===== src/ihs_pkg.sv =====
package ihs_pkg;

  localparam int unsigned CHAN_BITS            = 4;
  localparam int unsigned SAMPLE_BITS_DEFAULT  = 12;
  localparam int unsigned SENSOR_COUNT_DEFAULT = 3;

  localparam logic [CHAN_BITS-1:0] IR_BASE_RESET   = 4'd8;
  localparam logic [CHAN_BITS-1:0] HALL_BASE_RESET = 4'd11;

  typedef enum logic [1:0] {
    OP_TICK   = 2'd0,
    OP_SAMPLE = 2'd1,
    OP_EXPIRY = 2'd2
  } opcode_e;

  typedef enum logic [0:0] {
    REG_IR_BASE   = 1'b0,
    REG_HALL_BASE = 1'b1
  } cfg_reg_e;

endpackage


===== src/ihs_if.sv =====
interface ihs_evt_if #(
  parameter int unsigned SAMPLE_BITS = ihs_pkg::SAMPLE_BITS_DEFAULT
);
  logic                           valid;
  logic                           ready;
  ihs_pkg::opcode_e               opcode;
  logic [ihs_pkg::CHAN_BITS-1:0]  sample_channel;
  logic [SAMPLE_BITS-1:0]         sample_value;

  modport source (output valid, opcode, sample_channel, sample_value, input ready);
  modport sink   (input valid, opcode, sample_channel, sample_value, output ready);
endinterface

interface ihs_res_if #(
  parameter int unsigned SAMPLE_BITS  = ihs_pkg::SAMPLE_BITS_DEFAULT,
  parameter int unsigned SENSOR_COUNT = ihs_pkg::SENSOR_COUNT_DEFAULT
);
  localparam int unsigned IDX_BITS = (SENSOR_COUNT > 1) ? $clog2(SENSOR_COUNT) : 1;

  logic                           valid;
  logic                           ready;
  logic                           start_conversion;
  logic [ihs_pkg::CHAN_BITS-1:0]  conversion_channel;
  logic [SENSOR_COUNT-1:0]        led_mask;
  logic                           pulse_timer_start;
  logic [IDX_BITS-1:0]            sensor_index;
  logic                           hall_valid;
  logic [SAMPLE_BITS-1:0]         hall_value;
  logic                           ir_valid;
  logic [SAMPLE_BITS-1:0]         ambient_value;
  logic [SAMPLE_BITS-1:0]         reflected_value;
  logic signed [SAMPLE_BITS:0]    delta_value;
  logic                           scan_done;

  modport source (
    output valid, start_conversion, conversion_channel, led_mask, pulse_timer_start,
           sensor_index, hall_valid, hall_value, ir_valid, ambient_value,
           reflected_value, delta_value, scan_done,
    input  ready
  );
  modport sink (
    input  valid, start_conversion, conversion_channel, led_mask, pulse_timer_start,
           sensor_index, hall_valid, hall_value, ir_valid, ambient_value,
           reflected_value, delta_value, scan_done,
    output ready
  );
endinterface

interface ihs_cfg_if;
  logic                           valid;
  logic                           ready;
  ihs_pkg::cfg_reg_e              index;
  logic [ihs_pkg::CHAN_BITS-1:0]  data;

  modport source (output valid, index, data, input ready);
  modport sink   (input valid, index, data, output ready);
endinterface


===== src/ir_hall_scan_sequencer.sv =====
// Sequences IR proximity and Hall readout over SENSOR_COUNT sensors. Every accepted event
// (period tick, ADC result or pulse-timer expiry) produces exactly one result transaction,
// registered in the cycle after acceptance; a new event can be accepted in every cycle as long
// as the result register is free or is being taken in the same cycle. Configuration writes
// take effect at once and are always accepted.
module ir_hall_scan_sequencer #(
  parameter int unsigned SAMPLE_BITS  = ihs_pkg::SAMPLE_BITS_DEFAULT,
  parameter int unsigned SENSOR_COUNT = ihs_pkg::SENSOR_COUNT_DEFAULT
) (
  input  logic          clk_i,
  input  logic          rst_ni,
  ihs_cfg_if.sink       cfg_i,
  ihs_evt_if.sink       evt_i,
  ihs_res_if.source     res_o
);

  localparam int unsigned IDX_BITS = (SENSOR_COUNT > 1) ? $clog2(SENSOR_COUNT) : 1;
  localparam int unsigned CB       = ihs_pkg::CHAN_BITS;
  localparam logic [IDX_BITS-1:0] LAST_IDX = IDX_BITS'(SENSOR_COUNT - 1);

  logic [CB-1:0]           ir_base_q, hall_base_q;
  logic [IDX_BITS-1:0]     idx_q, idx_d;
  logic                    hall_phase_q, hall_phase_d;
  logic [CB-1:0]           pending_q, pending_d;
  logic [SAMPLE_BITS-1:0]  ambient_q, ambient_d;
  logic [SENSOR_COUNT-1:0] emitter_q, emitter_d;

  logic                    accept;
  logic                    res_valid_q;

  logic                    start_d, pulse_d, hall_v_d, ir_v_d, done_d;
  logic [CB-1:0]           chan_d;
  logic [IDX_BITS-1:0]     rep_idx_d;
  logic [SAMPLE_BITS-1:0]  hall_val_d, amb_out_d, ref_out_d;
  logic signed [SAMPLE_BITS:0] delta_d;

  logic [CB-1:0]           ir_chan, ir_chan_next, hall_chan;
  logic [SENSOR_COUNT-1:0] idx_bit;

  assign cfg_i.ready = 1'b1;
  assign evt_i.ready = !res_valid_q || res_o.ready;
  assign accept      = evt_i.valid && evt_i.ready;

  assign ir_chan      = CB'(ir_base_q + CB'(idx_q));
  assign ir_chan_next = CB'(ir_base_q + CB'(idx_q) + CB'(1));
  assign hall_chan    = CB'(hall_base_q + CB'(idx_q));
  assign idx_bit      = SENSOR_COUNT'(1) << idx_q;

  always_comb begin
    idx_d        = idx_q;
    hall_phase_d = hall_phase_q;
    pending_d    = pending_q;
    ambient_d    = ambient_q;
    emitter_d    = emitter_q;
    start_d      = 1'b0;
    chan_d       = '0;
    pulse_d      = 1'b0;
    rep_idx_d    = idx_q;
    hall_v_d     = 1'b0;
    hall_val_d   = '0;
    ir_v_d       = 1'b0;
    amb_out_d    = '0;
    ref_out_d    = '0;
    delta_d      = '0;
    done_d       = 1'b0;
    case (evt_i.opcode)
      ihs_pkg::OP_TICK: begin
        idx_d        = '0;
        hall_phase_d = 1'b0;
        rep_idx_d    = '0;
        start_d      = 1'b1;
        chan_d       = ir_base_q;
      end
      ihs_pkg::OP_SAMPLE: begin
        if (!hall_phase_q) begin
          ambient_d    = evt_i.sample_value;
          start_d      = 1'b1;
          chan_d       = hall_chan;
          pending_d    = ir_chan;
          emitter_d    = emitter_q | idx_bit;
          pulse_d      = 1'b1;
          hall_phase_d = 1'b1;
        end else if (evt_i.sample_channel == hall_chan) begin
          hall_v_d   = 1'b1;
          hall_val_d = evt_i.sample_value;
        end else begin
          emitter_d    = emitter_q & ~idx_bit;
          ir_v_d       = 1'b1;
          amb_out_d    = ambient_q;
          ref_out_d    = evt_i.sample_value;
          delta_d      = $signed({1'b0, evt_i.sample_value}) - $signed({1'b0, ambient_q});
          hall_phase_d = 1'b0;
          if (idx_q != LAST_IDX) begin
            idx_d   = IDX_BITS'(idx_q + IDX_BITS'(1));
            start_d = 1'b1;
            chan_d  = ir_chan_next;
          end else begin
            idx_d  = '0;
            done_d = 1'b1;
          end
        end
      end
      ihs_pkg::OP_EXPIRY: begin
        start_d = 1'b1;
        chan_d  = pending_q;
      end
      default: begin
      end
    endcase
  end

  always_ff @(posedge clk_i or negedge rst_ni) begin
    if (!rst_ni) begin
      ir_base_q    <= ihs_pkg::IR_BASE_RESET;
      hall_base_q  <= ihs_pkg::HALL_BASE_RESET;
    end else if (cfg_i.valid) begin
      unique case (cfg_i.index)
        ihs_pkg::REG_IR_BASE:   ir_base_q   <= cfg_i.data;
        ihs_pkg::REG_HALL_BASE: hall_base_q <= cfg_i.data;
        default: begin
        end
      endcase
    end
  end

  always_ff @(posedge clk_i or negedge rst_ni) begin
    if (!rst_ni) begin
      idx_q        <= '0;
      hall_phase_q <= 1'b0;
      pending_q    <= '0;
      ambient_q    <= '0;
      emitter_q    <= '0;
    end else if (accept) begin
      idx_q        <= idx_d;
      hall_phase_q <= hall_phase_d;
      pending_q    <= pending_d;
      ambient_q    <= ambient_d;
      emitter_q    <= emitter_d;
    end
  end

  always_ff @(posedge clk_i or negedge rst_ni) begin
    if (!rst_ni) begin
      res_valid_q <= 1'b0;
    end else if (accept) begin
      res_valid_q <= 1'b1;
    end else if (res_o.ready) begin
      res_valid_q <= 1'b0;
    end
  end

  always_ff @(posedge clk_i) begin
    if (accept) begin
      res_o.start_conversion   <= start_d;
      res_o.conversion_channel <= chan_d;
      res_o.led_mask           <= emitter_d;
      res_o.pulse_timer_start  <= pulse_d;
      res_o.sensor_index       <= rep_idx_d;
      res_o.hall_valid         <= hall_v_d;
      res_o.hall_value         <= hall_val_d;
      res_o.ir_valid           <= ir_v_d;
      res_o.ambient_value      <= amb_out_d;
      res_o.reflected_value    <= ref_out_d;
      res_o.delta_value        <= delta_d;
      res_o.scan_done          <= done_d;
    end
  end

  assign res_o.valid = res_valid_q;

endmodule


===== src/flat_wrapper.sv =====
// flat-port wrapper written by rule: the top's interface ports become plain ports
module ir_hall_scan_sequencer_flat 
#(
  parameter int unsigned SAMPLE_BITS  = ihs_pkg::SAMPLE_BITS_DEFAULT,
  parameter int unsigned SENSOR_COUNT = ihs_pkg::SENSOR_COUNT_DEFAULT
)
  (clk_i, rst_ni, cfg_i_valid, cfg_i_index, cfg_i_data, cfg_i_ready, evt_i_valid, evt_i_opcode, evt_i_sample_channel, evt_i_sample_value, evt_i_ready, res_o_valid, res_o_start_conversion, res_o_conversion_channel, res_o_led_mask, res_o_pulse_timer_start, res_o_sensor_index, res_o_hall_valid, res_o_hall_value, res_o_ir_valid, res_o_ambient_value, res_o_reflected_value, res_o_delta_value, res_o_scan_done, res_o_ready);
  ihs_cfg_if cfg_i_i ();
  ihs_evt_if #(.SAMPLE_BITS(SAMPLE_BITS)) evt_i_i ();
  ihs_res_if #(.SAMPLE_BITS(SAMPLE_BITS), .SENSOR_COUNT(SENSOR_COUNT)) res_o_i ();
  input  logic clk_i;
  input  logic rst_ni;
  input wire logic [$bits(cfg_i_i.valid)-1:0] cfg_i_valid;
  input wire logic [$bits(cfg_i_i.index)-1:0] cfg_i_index;
  input wire logic [$bits(cfg_i_i.data)-1:0] cfg_i_data;
  output wire logic [$bits(cfg_i_i.ready)-1:0] cfg_i_ready;
  input wire logic [$bits(evt_i_i.valid)-1:0] evt_i_valid;
  input wire logic [$bits(evt_i_i.opcode)-1:0] evt_i_opcode;
  input wire logic [$bits(evt_i_i.sample_channel)-1:0] evt_i_sample_channel;
  input wire logic [$bits(evt_i_i.sample_value)-1:0] evt_i_sample_value;
  output wire logic [$bits(evt_i_i.ready)-1:0] evt_i_ready;
  output wire logic [$bits(res_o_i.valid)-1:0] res_o_valid;
  output wire logic [$bits(res_o_i.start_conversion)-1:0] res_o_start_conversion;
  output wire logic [$bits(res_o_i.conversion_channel)-1:0] res_o_conversion_channel;
  output wire logic [$bits(res_o_i.led_mask)-1:0] res_o_led_mask;
  output wire logic [$bits(res_o_i.pulse_timer_start)-1:0] res_o_pulse_timer_start;
  output wire logic [$bits(res_o_i.sensor_index)-1:0] res_o_sensor_index;
  output wire logic [$bits(res_o_i.hall_valid)-1:0] res_o_hall_valid;
  output wire logic [$bits(res_o_i.hall_value)-1:0] res_o_hall_value;
  output wire logic [$bits(res_o_i.ir_valid)-1:0] res_o_ir_valid;
  output wire logic [$bits(res_o_i.ambient_value)-1:0] res_o_ambient_value;
  output wire logic [$bits(res_o_i.reflected_value)-1:0] res_o_reflected_value;
  output wire logic [$bits(res_o_i.delta_value)-1:0] res_o_delta_value;
  output wire logic [$bits(res_o_i.scan_done)-1:0] res_o_scan_done;
  input wire logic [$bits(res_o_i.ready)-1:0] res_o_ready;
  assign cfg_i_i.valid = cfg_i_valid;
  assign cfg_i_i.index = cfg_i_index;
  assign cfg_i_i.data = cfg_i_data;
  assign cfg_i_ready = cfg_i_i.ready;
  assign evt_i_i.valid = evt_i_valid;
  assign evt_i_i.opcode = evt_i_opcode;
  assign evt_i_i.sample_channel = evt_i_sample_channel;
  assign evt_i_i.sample_value = evt_i_sample_value;
  assign evt_i_ready = evt_i_i.ready;
  assign res_o_valid = res_o_i.valid;
  assign res_o_start_conversion = res_o_i.start_conversion;
  assign res_o_conversion_channel = res_o_i.conversion_channel;
  assign res_o_led_mask = res_o_i.led_mask;
  assign res_o_pulse_timer_start = res_o_i.pulse_timer_start;
  assign res_o_sensor_index = res_o_i.sensor_index;
  assign res_o_hall_valid = res_o_i.hall_valid;
  assign res_o_hall_value = res_o_i.hall_value;
  assign res_o_ir_valid = res_o_i.ir_valid;
  assign res_o_ambient_value = res_o_i.ambient_value;
  assign res_o_reflected_value = res_o_i.reflected_value;
  assign res_o_delta_value = res_o_i.delta_value;
  assign res_o_scan_done = res_o_i.scan_done;
  assign res_o_i.ready = res_o_ready;
  ir_hall_scan_sequencer #(.SAMPLE_BITS(SAMPLE_BITS), .SENSOR_COUNT(SENSOR_COUNT)) u_core (.clk_i(clk_i), .rst_ni(rst_ni), .cfg_i(cfg_i_i), .evt_i(evt_i_i), .res_o(res_o_i));
endmodule

===== config.mk =====
export PLATFORM = sky130hd
export DESIGN_NAME = ir_hall_scan_sequencer_flat
export DESIGN_NICKNAME = d
export VERILOG_FILES = /design/src/ihs_pkg.sv /design/src/ihs_if.sv /design/src/ir_hall_scan_sequencer.sv /design/src/flat_wrapper.sv
export SDC_FILE = /design/constraint.sdc
export NUM_CORES = 1
export LEC_CHECK = 0
export BUFFER_PORTS_ARGS = -buffer_cell sky130_fd_sc_hd__buf_4
export CAP_MARGIN = 20
export CORE_ASPECT_RATIO = 0.6
export CORE_MARGIN = 4
export CORE_UTILIZATION = 35
export CTS_CLUSTER_SIZE = 8
export DETAILED_ROUTE_END_ITERATION = 7
export PLACE_DENSITY = 0.52
export REMOVE_ABC_BUFFERS = 1
export SLEW_MARGIN = 10
export SYNTH_ARGS = -nofsm -noshare
export SYNTH_HDL_FRONTEND = slang
export SYNTH_SLANG_ARGS = --single-unit

===== constraint.sdc =====
create_clock -name clk_i -period 8.2 [get_ports clk_i]
set_clock_uncertainty 0.15 [all_clocks]
set_input_delay 1.23 -clock clk_i [delete_from_list [all_inputs] [get_ports clk_i]]
set_output_delay 1.23 -clock clk_i [all_outputs]
set_load 0.05 [all_outputs]

# Word level (Yosys, flattened, before mapping)

Index checks and enable logic that the tools add are counted.

$add $sub $neg: 5
Equality and inequality tests: 6
Shifts and indexed selects: 1
Mux-type cells: 23
Bitwise operators: 6
Reductions and logical operators: 15

Operators with widths:

| operator                                                          | count |
|---|---|
| 12-bit by 12-bit subtractor with 13-bit output                    | 1 |
| 4-bit two-way mux                                                 | 3 |
| 4-bit case mux with 3 select lines                                | 1 |
| 1-bit two-way mux                                                 | 10 |
| 3-bit two-way mux                                                 | 3 |
| 4-bit by 2-bit adder with 4-bit output                            | 2 |
| 2-bit AND reduction                                               | 4 |
| 2-bit two-way mux                                                 | 3 |
| 3-bit AND reduction                                               | 2 |
| 4-bit by 1-bit adder with 4-bit output, second input constant     | 1 |
| 4-bit == test                                                     | 1 |
| 2-bit != test, second input constant                              | 2 |
| 1-bit case mux with 2 select lines                                | 2 |
| 2-bit case mux with 2 select lines                                | 1 |
| 4-bit AND reduction                                               | 1 |
| 2-bit nonzero test                                                | 2 |
| 3-bit bitwise AND                                                 | 1 |
| 1-bit NOT                                                         | 3 |
| 3-bit NOT                                                         | 1 |
| 3-bit OR                                                          | 1 |
| 3-bit OR reduction                                                | 1 |
| 1-bit by 2-bit << shifter with 3-bit output, first input constant | 1 |
| 2-bit by 1-bit adder with 2-bit output, second input constant     | 1 |
| 2-bit by 1-bit == test with 1-bit output, second input constant   | 1 |
| 7 further kinds                                                   | 7 |

Register bits: 94
Input port bits: 28
Output and inout bits: 66
Word-level logic and storage cells: 76

# Longest topological paths before layout

Gate-level depths: netlist of run 1.

Depth in word-level cells: 6
Gate-level depth with buffers: 8
Depth with buffers taken out: 8

# Least setup slack after synthesis of run 1

OpenSTA, ideal clock, no wires.

Path type: input-to-reg
From: in res_o_ready
To: reg u_core.idx_q[0]
Setup time: 0.087 ns
Data arrival time: 3.699 ns
Data required time: 7.963 ns
Slack: 4.264 ns
Cell stages on the path: 6
Buffers on the path: 0
Cell sequence: nand2b_1 > nand2_1 > inv_1 > and3_1 > o21ai_0 > o211ai_1

Longest elaborated chain between the ends: 3

Ends and longest elaborated chain:

| item                          | line                          | text |
|---|---|---|
| from (decl)                   | flat_wrapper.sv:35            | `input wire logic [$bits(res_o_i.ready)-1:0] res_o_ready;` |
| 1-bit logical OR              | ir_hall_scan_sequencer.sv:41  | `assign evt_i.ready = !res_valid_q \|\| res_o.ready;` |
| 1-bit logical AND             | ir_hall_scan_sequencer.sv:42  | `assign accept = evt_i.valid && evt_i.ready;` |
| named net u_core.accept       | ir_hall_scan_sequencer.sv:28  | `logic accept;` |
| 4-bit AND reduction (no line) | -                             |  |
| to (signal assigned)          | ir_hall_scan_sequencer.sv:134 | `idx_q <= idx_d;` |
| to (decl)                     | ir_hall_scan_sequencer.sv:22  | `logic [IDX_BITS-1:0] idx_q, idx_d;` |

The timed path passes the listed nets, and every way through them passes these cells.
A chain may end at the register's enable or synchronous reset.

# Worst setup path in the final report of run 1

From: reg u_core.idx_q[0]
To: reg u_core.res_o.conversion_channel[1], data pin

Longest elaborated chain between the ends: 6
Elaborated cells on any way between the ends: 9
Classes of those cells: add/sub: 3; eq/ne: 2; mux: 4

Ends and longest elaborated chain:

| item                                   | line                          | text |
|---|---|---|
| 4-bit by 2-bit adder with 4-bit output | ir_hall_scan_sequencer.sv:45  | `assign ir_chan_next = CB'(ir_base_q + CB'(idx_q) + CB'(1));` |
| 4-bit by 1-bit adder with 4-bit output | ir_hall_scan_sequencer.sv:45  |  |
| 4-bit two-way mux                      | ir_hall_scan_sequencer.sv:93  | `if (idx_q != LAST_IDX) begin` |
| 4-bit two-way mux                      | ir_hall_scan_sequencer.sv:83  | `end else if (evt_i.sample_channel == hall_chan) begin` |
| 4-bit two-way mux *                    | ir_hall_scan_sequencer.sv:75  | `if (!hall_phase_q) begin` |
| 4-bit case mux with 3 select lines *   | ir_hall_scan_sequencer.sv:66  | `case (evt_i.opcode)` |
| named net u_core.chan_d[1]             | ir_hall_scan_sequencer.sv:32  | `logic [CB-1:0] chan_d;` |
| to (signal assigned)                   | ir_hall_scan_sequencer.sv:155 | `res_o.conversion_channel <= chan_d;` |
| to (decl)                              | ihs_if.sv:36                  | `output valid, start_conversion, conversion_channel, led_mask, pulse_timer_start,` |

Mark *: on every way through the listed nets, which the timed path passes. The rest lies on a longest branch.

==> flow_summary_export.csv, run 1 <==
group,metric,value,unit
cts,cts_tree,"built",
drt,wl,11400,um
logic_synthesis,yosysTopAreaCellShare,41.1,%
die,rows,32,
worst_hold_path,hp-class,"register to register",
sta,final.period_utilization,39.4,%
logic_synthesis,synth-edff-count,63,
cts,post_cts_buffers,0,
finish,antenna_cells,0,
global_routing,grt_pass1_vias,3231,
cts,cts_hold_buf,0,
finish,area_growth,24.9,%
die,core,12900,um2
logic_synthesis,yosys_warnings,0,
finish,nets,544,
worst_setup_path,worstPathMaxFanout,28,
sta,tightestPinTransition,0.805,ns
cts,ctsRootBufferMaster,"clkbuf_16",
global_routing,grt_overflow,0,
sta,finalMaxSlewViolations,0,
logic_synthesis,synth-async-reset-ratio,33.0,%
die,io_pins,94,
worst_setup_path,cp-end-kind,"register",
cts,cts-resized-gates,0,
power,leakagePower,2.37,nW
cts,h-tree-depth,3,
sta,fmax,309,MHz
sta,final-setup-viol-count,0,
run,maxCapViolCount,0,
logic_synthesis,avgSynthCellArea,11.4,um2
global_routing,grt_max_degree,62,
finish,nFillCells,1200,
worst_setup_path,critPathLaunchType,"register",
drt,drtAntennaViolNets,0,
drt,dr.pass1.iters,4,
sta,rsz0062_at_grt,"false",
logic_synthesis,synth_top_flop_cell,"edfxtp_1",
worst_setup_path,arrival,3.17,ns
drt,drc,0,
finish,drive_above_1_share,25.3,%
logic_synthesis,syn_area,4600,um2
sta,min_period,3.23,ns
finish,fin_util,44.7,%
drt,drtIter0Drc,256,
drt,vias,3402,
sta,slew_headroom,46.3,%
sta,final-hold-violation-count,0,
logic_synthesis,synth_cell_types,51,
power,power_density,292,nW/um2
logic_synthesis,yosysSeqAreaShare,58.1,%
worst_hold_path,holdPathStages,2,
global_routing,antenna_found_initial,0,
power,ir_worst_vdd,0.109,mV
cts,path_clk_slew,0.06,ns
cts,cts_buffers,9,
logic_synthesis,synth_area_leader_cell,"edfxtp_1",
worst_setup_path,ff2ff_path_depth,8,
worst_setup_path,required,8.13,ns
logic_synthesis,syn-instance-count,404,
placement,routabilityCongestion,0.815,
logic_synthesis,yosys-top-cells-area,"edfxtp_1 (41%), dfrtp_1 (15%), ha_1 (4.6%)",
die,dieHeight,96.8,um
die,die_w,156,um
worst_setup_path,crit_type,"register to register",
sta,tns,0,ns
cts,clockBufferDepth,2,
die,start_util,35.8,%
placement,hpwl,8160,um
drt,vias_per_cell,5.07,
cts,clkSinkCount,94,
drt,routedWlPerCell,17.0,um
cts,worstSkewPairLatency,0.35,ns
placement,place.port_buffers,92,
global_routing,grt_pass1_wl,18300,um
status,status,"finished, final reports clean",
die,dieArea,15100,um2
global_routing,track_usage,15.5,%
logic_synthesis,synth_seq_cells,94,
[power breakdown]
part / total [mW] / internal (mW) / switching, mW
clock network: 0.387 / 0.206 / 0.181
registers: 0.658 / 0.604 / 0.0540
logic: 0.631 / 0.228 / 0.403
[synth_stat cells, types with 7 or more instances]
master,count
dfrtp_1,27
nor3_1,17
clkbuf_1,14
nand2_1,26
a21oi_1,17
mux2_2,7
ha_1,17
inv_1,23
nor2b_1,12
o21ai_0,33
nand3_1,7
xnor2_1,7
nor2_1,33
nand2b_1,7
edfxtp_1,63
and2_1,21
[registers in the layout, summed over array words and instances (netlist names)]
register                         flops
u_core.res_o.delta_value            13
u_core.res_o.sensor_index            2
u_core.res_o.pulse_timer_start       1
u_core.res_o.ir_valid                1
u_core.emitter_q                     3
u_core.res_o.hall_value             12
u_core.res_o.conversion_channel      4
u_core.res_o.start_conversion        1
u_core.res_o.reflected_value        12
u_core.res_o.scan_done               1
u_core.hall_base_q                   4
u_core.ambient_q                    12
u_core.res_o.ambient_value          12
u_core.idx_q                         2
u_core.pending_q                     4
u_core.hall_phase_q                  1
u_core.res_o.led_mask                3
u_core.ir_base_q                     4
u_core.res_o.hall_valid              1
u_core.res_o.valid                   1
[cells by family (layout without fill, tap and decap cells)]
kind of cell / after synthesis / in the layout / synth area share, %
compound gates: 94 / 94 / 13.4
xor+xnor: 11 / 11 / 2.39
fa+ha+maj: 20 / 20 / 5.93
buf+inv: 39 / 136 / 3.26
flops: 94 / 94 / 58.1
mux: 8 / 8 / 1.93
other cells: 1 / 1 / 0.0815
simple gates: 137 / 137 / 15.0
[worst max-delay path, stage by stage (launching register included)]
cell and delay [ns]:
dfrtp_1 0.51, ha_1 0.32, fa_1 0.42, xnor3_1 0.41, a31oi_1 0.12, a211oi_4 0.16
buf_4 0.35, nor2_1 0.17, a221o_1 0.34
[final cells by class]
class / count / area (um2) / share of cell area (%)
clock inverters: 5 / 35.0 / 0.609
multi-input cells: 271 / 1780 / 31.0
clock buffers: 11 / 233 / 4.05
inverters: 24 / 90.1 / 1.57
well taps: 170 / 213 / 3.70
repair buffers: 96 / 721 / 12.5
flip-flops and latches: 94 / 2670 / 46.5
[per-stage QoR]
stage | power [mW] | std cells | area (um2) | setup slack (ns) | hold WS, ns
6_report | 1.68 | 671 | 5750 | 4.97 | 0.344
4_1_cts | 1.69 | 671 | 5750 | 4.97 | 0.345
3_3_place_gp | 1.29 | 655 | 5480 | 4.83 | 0.325
3_5_place_dp | 1.29 | 655 | 5480 | 4.84 | 0.331
5_1_grt | 1.79 | 671 | 5750 | 4.80 | 0.373
2_1_floorplan | 1.11 | 389 | 4540 | 4.26 | 0.300
[cells in the final DEF, fill, tap and decap left out, types with 3 or more instances in the layout]
cell	instances
a211oi_1	6
a21o_1	4
a21oi_1	17
a221o_1	4
a22o_1	3
and2_1	21
buf_4	96
clkbuf_16	9
dfrtp_1	27
dfstp_2	4
edfxtp_1	63
fa_1	3
ha_1	17
inv_1	22
mux2_2	7
nand2_1	26
nand2b_1	7
nand3_1	7
nor2_1	33
nor2b_1	12
nor3_1	16
nor4_1	3
o211ai_1	3
o21a_1	6
o21ai_0	33
o31ai_1	3
xnor2_1	7
xor2_1	3
[routing by layer]
| layer | vias to the layer above | track usage [%] | wire (um) |
|---|---|---|---|
| li1 | 1640 | - | - |
| met1 | 1639 | 25.9 | 6220 |
| met2 | 115 | 19.0 | 4240 |
| met3 | 8 | 4.56 | 860 |
| met4 | 0 | 3.23 | 82 |
| met5 | - | 0 | 0 |
[worst paths after layout]
kind	from	end	slack, ns
setup / recovery	u_core.idx_q[0]$_DFFE_PN0P_	u_core.res_o.conversion_channel[1]$_DFFE_PP_	4.97
hold / removal	u_core.pending_q[0]$_DFFE_PN0P_	u_core.pending_q[0]$_DFFE_PN0P_	0.34
setup reg to reg	u_core.idx_q[0]$_DFFE_PN0P_	u_core.res_o.conversion_channel[1]$_DFFE_PP_	4.97
hold reg to reg	u_core.pending_q[0]$_DFFE_PN0P_	u_core.pending_q[0]$_DFFE_PN0P_	0.34
max in group asynchronous	rst_ni	u_core.ir_base_q[3]$_DFFE_PN1P_	6.87
min in group asynchronous	rst_ni	u_core.res_o.valid$_DFFE_PN0P_	0.68
Note: power is estimated with default switching activity, not from simulation.
==> inputs of run 2 (changes only) <==
--- a/config.mk
+++ b/config.mk
@@ -12,7 +12,7 @@
 export CORE_UTILIZATION = 35
 export CTS_CLUSTER_SIZE = 8
 export DETAILED_ROUTE_END_ITERATION = 7
-export PLACE_DENSITY = 0.52
+export PLACE_DENSITY = 0.54
 export REMOVE_ABC_BUFFERS = 1
 export SLEW_MARGIN = 10
 export SYNTH_ARGS = -nofsm -noshare
==> constraint.sdc (replaced) <==
create_clock -name clk_i -period 2.8 [get_ports clk_i]
set_clock_uncertainty 0.15 [all_clocks]
set_input_delay 0.42 -clock clk_i [delete_from_list [all_inputs] [get_ports clk_i]]
set_output_delay 0.42 -clock clk_i [all_outputs]
set_load 0.05 [all_outputs]
==> flow_summary_export.csv, run 2 (same netlist as run 1, synthesis figures left out) <==
group,metric,value,unit
status,status,"finished, final reports clean",
worst_setup_path,r2r-end,"u_core.res_o.conversion_channel[2]$_DFFE_PP_",
worst_setup_path,critPathLaunchType,"register",
drt,vias,3466,
finish,antenna_cells,0,
placement,routabilityCongestion,0.853,
worst_setup_path,required,2.74,ns
finish,fin_util,45.8,%
sta,final-setup-viol-count,0,
cts,h-tree-depth,3,
cts,clockBufferDepth,2,
worst_setup_path,critPathCapture,"u_core.res_o.conversion_channel[2]$_DFFE_PP_",
worst_hold_path,holdCritStartpoint,"evt_i_valid",
drt,wl,11600,um
finish,final_cell_mix,"buf_4 (102), edfxtp_1 (63), o21ai_0 (33), nor2_1 (32), dfrtp_1 (27)",
finish,instances_no_fill,681,
worst_setup_path,reg2reg_from,"u_core.idx_q[0]$_DFFE_PN0P_",
finish,nets,554,
sta,fmax,371,MHz
drt,dr.pass1.iters,4,
global_routing,grt_overflow,0,
worst_setup_path,slowest_delay,0.42,ns
sta,final-hold-violation-count,0,
power,comb_power_share,40.1,%
sta,rsz0062_at_grt,"false",
run,maxCapViolCount,0,
worst_setup_path,crit_buf_inv,0,
worst_setup_path,r2r_slack,0.10,ns
power,p_seq_share,37.8,%
die,io_pins,94,
finish,area_growth,27.8,%
placement,hpwl,8500,um
drt,vias_per_cell,5.09,
finish,final_common_cell,"buf_4",
power,swShare,37.9,%
cts,clkSinkCount,94,
worst_setup_path,ff2ff_path_depth,7,
cts,path_clk_slew,0.07,ns
global_routing,grt_max_degree,61,
die,core,12900,um2
power,power_frac_clock,22.2,%
finish,nFillCells,1205,
global_routing,grt_pass1_wl,18700,um
worst_setup_path,path_cells,"ha_4 -> fa_2 -> xnor3_1 -> a31oi_2 -> a211oi_4 -> nor2_4 -> a221o_1",
worst_setup_path,worstPathMaxFanout,4,
placement,place_inst,662,
worst_setup_path,cp-end-kind,"register",
finish,largest_reg_flops,13,
worst_setup_path,startpoint,"u_core.idx_q[0]$_DFFE_PN0P_",
global_routing,track_usage,15.8,%
drt,drtIter0Drc,301,
cts,cts_buffers,9,
die,dieHeight,96.8,um
die,start_util,35.8,%
worst_hold_path,hp-class,"input pin to register",
power,p_switching,1.91,mW
placement,place.port_buffers,92,
sta,final.period_utilization,96.4,%
power,leakagePower,2.43,nW
global_routing,grt_pass1_vias,3373,
drt,drc,0,
die,rows,32,
sta,finalMaxSlewViolations,0,
cts,ctsRootBufferMaster,"clkbuf_16",
sta,min_period,2.70,ns
die,die_w,156,um
cts,worstSkewPairLatency,0.34,ns
power,ir_worst_vdd,0.323,mV
power,power_density,855,nW/um2
global_routing,antenna_found_initial,0,
worst_setup_path,cp_top_family,"compound AO/OA/AOI/OAI gates",
cts,cts_tree,"built",
worst_setup_path,cp_slowest_cell,"dfrtp_1",
worst_setup_path,cp.depth,7,
drt,routedWlPerCell,17.1,um
finish,drive_above_1_share,27.4,%
die,dieArea,15100,um2
finish,top_register,"u_core.res_o.delta_value",
power,internal-power,3.12,mW
worst_setup_path,crit_type,"register to register",
drt,drtAntennaViolNets,0,
worst_setup_path,arrival,2.63,ns
run 2: per-layer routing:
| metal | share of wire, % | GRT usage (%) |
|---|---|---|
| met5 | 0 | 0 |
| met1 | 52 | 25.4 |
| met2 | 39 | 20.7 |
| met3 | 7.1 | 4.25 |
| met4 | 1.2 | 3.50 |
run 2: what timing repair did:
action / in CTS / in global routing
resized for setup: 0 / 9
buffers inserted: 0 / 2
hold buffers: 1 / 0
endpoints found under the hold margin: 27 / 0
setup endpoints to repair: 0 / 16
run 2: final cells by class:
cell class	instances	area, um2	area share (%)
tap	170	213	3.62
multi-input combinational	271	1820	31.0
timing repair buffer	106	818	13.9
clock buffer	10	229	3.89
sequential	94	2670	45.4
inverter	24	90.1	1.53
clock inverter	6	37.5	0.638
run 2: worst min-delay path by stage:
stage	slack [ns]	cells after the start	to
after CTS	0.13	2	u_core.res_o.valid$_DFFE_PN0P_
after global placement	0.26	1	u_core.res_o.valid$_DFFE_PN0P_
after global routing	0.14	2	u_core.res_o.valid$_DFFE_PN0P_
final	0.14	2	u_core.res_o.valid$_DFFE_PN0P_
after floorplan	-0.03	0	u_core.ambient_q[0]$_DFFE_PN0P_
after detailed placement	0.25	1	u_core.res_o.valid$_DFFE_PN0P_
run 2: worst reg2reg max path: cells and delay by family (launching register included):
kind                       cells  cell delay (ns)
DFF                            1             0.42
and+or+nand+nor                1             0.10
AOI/OAI and AO/OA              3             0.81
adders and majority gates      2             0.54
xor gates and xnor gates       1             0.42
run 2: power by group through the flow:
stage | sequential [mW] | clock, mW | combinational (mW)
final | 1.90 | 1.11 | 2.01
after global routing | 1.93 | 1.20 | 2.21
after CTS | 1.89 | 1.14 | 1.95
after detailed placement | 1.92 | 0 | 1.94
after global placement | 1.91 | 0 | 1.91
after floorplan | 2.22 | 0 | 1.03
run 2: through the flow:
stage / setup TNS, ns / worst slack, ns / cell area, um2 / hold slack, ns / power (mW)
5_1_grt: 0 / 0.0222 / 5880 / 0.138 / 5.34
2_1_floorplan: -28.41 / -0.504 / 4540 / -0.0256 / 3.26
3_3_place_gp: 0 / 0.0879 / 5550 / 0.255 / 3.82
4_1_cts: 0 / 0.0385 / 5820 / 0.128 / 4.99
3_5_place_dp: 0 / 0.0394 / 5550 / 0.255 / 3.86
6_report: 0 / 0.101 / 5880 / 0.136 / 5.03
==> inputs of run 3 (changes only) <==
--- a/config.mk
+++ b/config.mk
@@ -5,6 +5,7 @@
 export SDC_FILE = /design/constraint.sdc
 export NUM_CORES = 1
 export LEC_CHECK = 0
+export ABC_AREA = 1
 export BUFFER_PORTS_ARGS = -buffer_cell sky130_fd_sc_hd__buf_4
 export CAP_MARGIN = 20
 export CORE_ASPECT_RATIO = 0.6
==> flow_summary_export.csv, run 3 <==
group,metric,value,unit
logic_synthesis,yosysTopAreaCellShare,40.6,%
worst_hold_path,hp-class,"input pin to register",
logic_synthesis,synth_top_flop_cell,"edfxtp_1",
logic_synthesis,yosysMostFrequentCell,"nand2_1",
drt,routedWlPerCell,14.8,um
worst_setup_path,cp_slowest_cell,"dfstp_2",
drt,wl,11000,um
global_routing,grt_max_degree,47,
finish,area_growth,26.1,%
worst_setup_path,critPathLaunchType,"register",
logic_synthesis,synthAdderAreaFrac,5.86,%
finish,final_common_cell,"nand2_1",
global_routing,track_usage,14.6,%
die,dieHeight,97.3,um
worst_hold_path,whs_endpoint,"u_core.ambient_q[10]$_DFFE_PN0P_",
sta,fmax,381,MHz
drt,drtIter0Drc,182,
sta,finalMaxSlewViolations,0,
sta,tns,0,ns
power,swShare,33.8,%
logic_synthesis,synth-edff-count,63,
cts,cts_buffers,9,
logic_synthesis,yosysSeqAreaShare,57.4,%
drt,vias_per_cell,4.56,
finish,nFillCells,1279,
power,ir_worst_vdd,0.291,mV
placement,routabilityCongestion,0.852,
sta,final-hold-violation-count,0,
logic_synthesis,synth_area_leader_cell,"edfxtp_1",
worst_setup_path,ff2ff_path_depth,9,
finish,top_register,"u_core.res_o.delta_value",
global_routing,grt_pass1_vias,3225,
sta,final-setup-viol-count,0,
logic_synthesis,syn_area,4660,um2
finish,final_cell_mix,"nand2_1 (106), buf_4 (94), inv_1 (66), edfxtp_1 (63), nor2_1 (49)",
sta,rsz0062_at_grt,"false",
logic_synthesis,synth-async-reset-ratio,33.0,%
logic_synthesis,yosys.area_share.xor_xnor,0.941,%
worst_hold_path,holdPathStages,3,
logic_synthesis,avgSynthCellArea,9.97,um2
status,status,"finished, final reports clean",
cts,clkSinkCount,94,
drt,vias,3372,
power,power_density,750,nW/um2
worst_setup_path,crit_type,"register to register",
cts,cts-resized-gates,0,
die,core,12900,um2
logic_synthesis,yosys-top-cells-area,"edfxtp_1 (41%), dfrtp_1 (15%), nand2_1 (8.5%)",
die,io_pins,94,
die,rows,32,
power,comb_power_share,30.0,%
sta,holdWs,0.160,ns
sta,final.period_utilization,93.7,%
sta,tightestPinTransition,0.701,ns
cts,ctsRootBufferMaster,"clkbuf_16",
logic_synthesis,synth_compound_area_share,6.91,%
worst_setup_path,path_cells,"ha_1 -> fa_1 -> xnor2_1 -> nand2_1 -> nor2_4 -> nand3_4 -> nand2_4 -> buf_12 -> nor2_1",
run,maxCapViolCount,0,
logic_synthesis,synth_cell_types,38,
logic_synthesis,yosys_warnings,0,
worst_setup_path,r2r-end,"u_core.res_o.delta_value[12]$_SDFFCE_PP0P_",
cts,post_cts_buffers,0,
die,dieArea,15300,um2
placement,hpwl,8120,um
logic_synthesis,synth_seq_cells,94,
worst_hold_path,holdCritStartpoint,"evt_i_sample_value[10]",
cts,cts_tree,"built",
cts,worstSkewPairLatency,0.34,ns
finish,drive_above_1_share,25.4,%
logic_synthesis,netlist_top_cells_count,"nand2_1 (106), inv_1 (67), edfxtp_1 (63), nor2_1 (49)",
logic_synthesis,synth_top_family_by_area,"simple AND/OR/NAND/NOR gates",
worst_setup_path,startpoint,"u_core.hall_base_q[0]$_DFFE_PN1P_",
placement,place_ws,0.190,ns
sta,worst_slack,0.175,ns
drt,drc,0,
power,power_frac_clock,29.2,%
finish,multi_input_area,1630,um2
power,p_switching,1.49,mW
finish,nets,613,
worst_setup_path,slowest_delay,0.54,ns
logic_synthesis,syn-instance-count,467,
power,power,4.40,mW
global_routing,grt_overflow,0,
power,leakagePower,2.70,nW
worst_setup_path,reg2reg_from,"u_core.hall_base_q[0]$_DFFE_PN1P_",
worst_setup_path,r2r_slack,0.18,ns
global_routing,antenna_found_initial,0,
cts,clockBufferDepth,2,
logic_synthesis,synthMuxAreaShare,0,%
finish,register_area,2670,um2
global_routing,grt_pass1_wl,17500,um
cts,cts_hold_buf,1,
cts,path_clk_slew,0.07,ns
cts,h-tree-depth,3,
drt,drtAntennaViolNets,0,
sta,slew_headroom,53.2,%
power,p_seq_share,40.8,%
sta,min_period,2.62,ns
worst_setup_path,arrival,2.56,ns
placement,place.port_buffers,92,
worst_setup_path,required,2.73,ns
finish,largest_reg_flops,13,
finish,antenna_cells,0,
worst_setup_path,cp-end-kind,"register",
power,internal-power,2.91,mW
worst_setup_path,worstPathMaxFanout,18,
die,die_w,157,um
logic_synthesis,yosys.area_share.simple,21.2,%
drt,dr.pass1.iters,5,
die,start_util,36.0,%
[run 3: changes by cell type after synthesis, sizes merged, moves of 14 or more]
cell	delta
nand2	+82
inv	+47
nand3	+15
and2	-21
clkbuf	-14
nor2	+30
[run 3: how the worst max path moves through the flow]
stage,end,depth (start not counted)
finish,u_core.res_o.delta_value[12]$_SDFFCE_PP0P_,9
global route,u_core.res_o.delta_value[12]$_SDFFCE_PP0P_,9
CTS,u_core.res_o.delta_value[12]$_SDFFCE_PP0P_,9
detailed placement,u_core.res_o.delta_value[12]$_SDFFCE_PP0P_,9
global placement,u_core.res_o.delta_value[12]$_SDFFCE_PP0P_,9
floorplan,u_core.res_o.ambient_value[0]$_SDFFCE_PP0P_,3
[run 3: per-layer routing]
layer  global-route usage, %  routed length [um]  vias up
li1                        -                   -     1711
met1                    22.3                5630     1564
met2                    20.9                4530       90
met3                    3.47                 695        7
met4                    3.60                  97        0
met5                       0                   0        -
[run 3: layout make-up]
type | count | area share (%)
Clock buffer | 10 | 3.90
Inverter | 71 | 4.54
Multi-Input combinational cell | 291 | 27.7
Timing Repair Buffer | 98 | 13.2
Tap cell | 170 | 3.62
Sequential cell | 94 | 45.5
Clock inverter | 6 | 1.47
[run 3: power groups by stage]
stage	clock (mW)	combinational, mW	sequential [mW]
global placement	0	1.30	1.82
finish	1.29	1.32	1.80
floorplan	0	0.671	2.07
CTS	1.32	1.33	1.80
detailed placement	0	1.32	1.82
global route	1.38	1.47	1.81
[run 3: critical path: cells and delay by family (launching register included)]
| kind | cells | cell delay [ns] |
|---|---|---|
| XOR/XNOR | 1 | 0.17 |
| buffers and inverters | 1 | 0.20 |
| flip-flops | 1 | 0.54 |
| adder cells (fa/ha/maj) | 2 | 0.69 |
| AND/OR/NAND/NOR | 5 | 0.61 |
[run 3: logic make-up (layout without fill, tap and decap cells)]
| kind of cell | Yosys count | after routing |
|---|---|---|
| compound gates | 59 | 59 |
| flops | 94 | 94 |
| xor+xnor | 5 | 5 |
| fa+ha+maj | 20 | 20 |
| simple gates | 206 | 206 |
| other cells | 1 | 1 |
| buf+inv | 82 | 185 |
[run 3: stage by stage]
step | cell area, um2 | utilization (%) | instances
2_1_floorplan | 4570 | - | 456
3_3_place_gp | 5540 | 42.9 | 723
3_5_place_dp | 5540 | 42.9 | 723
4_1_cts | 5870 | 45.4 | 740
5_1_grt | 5870 | 45.4 | 740
6_report | 5870 | 45.4 | 740
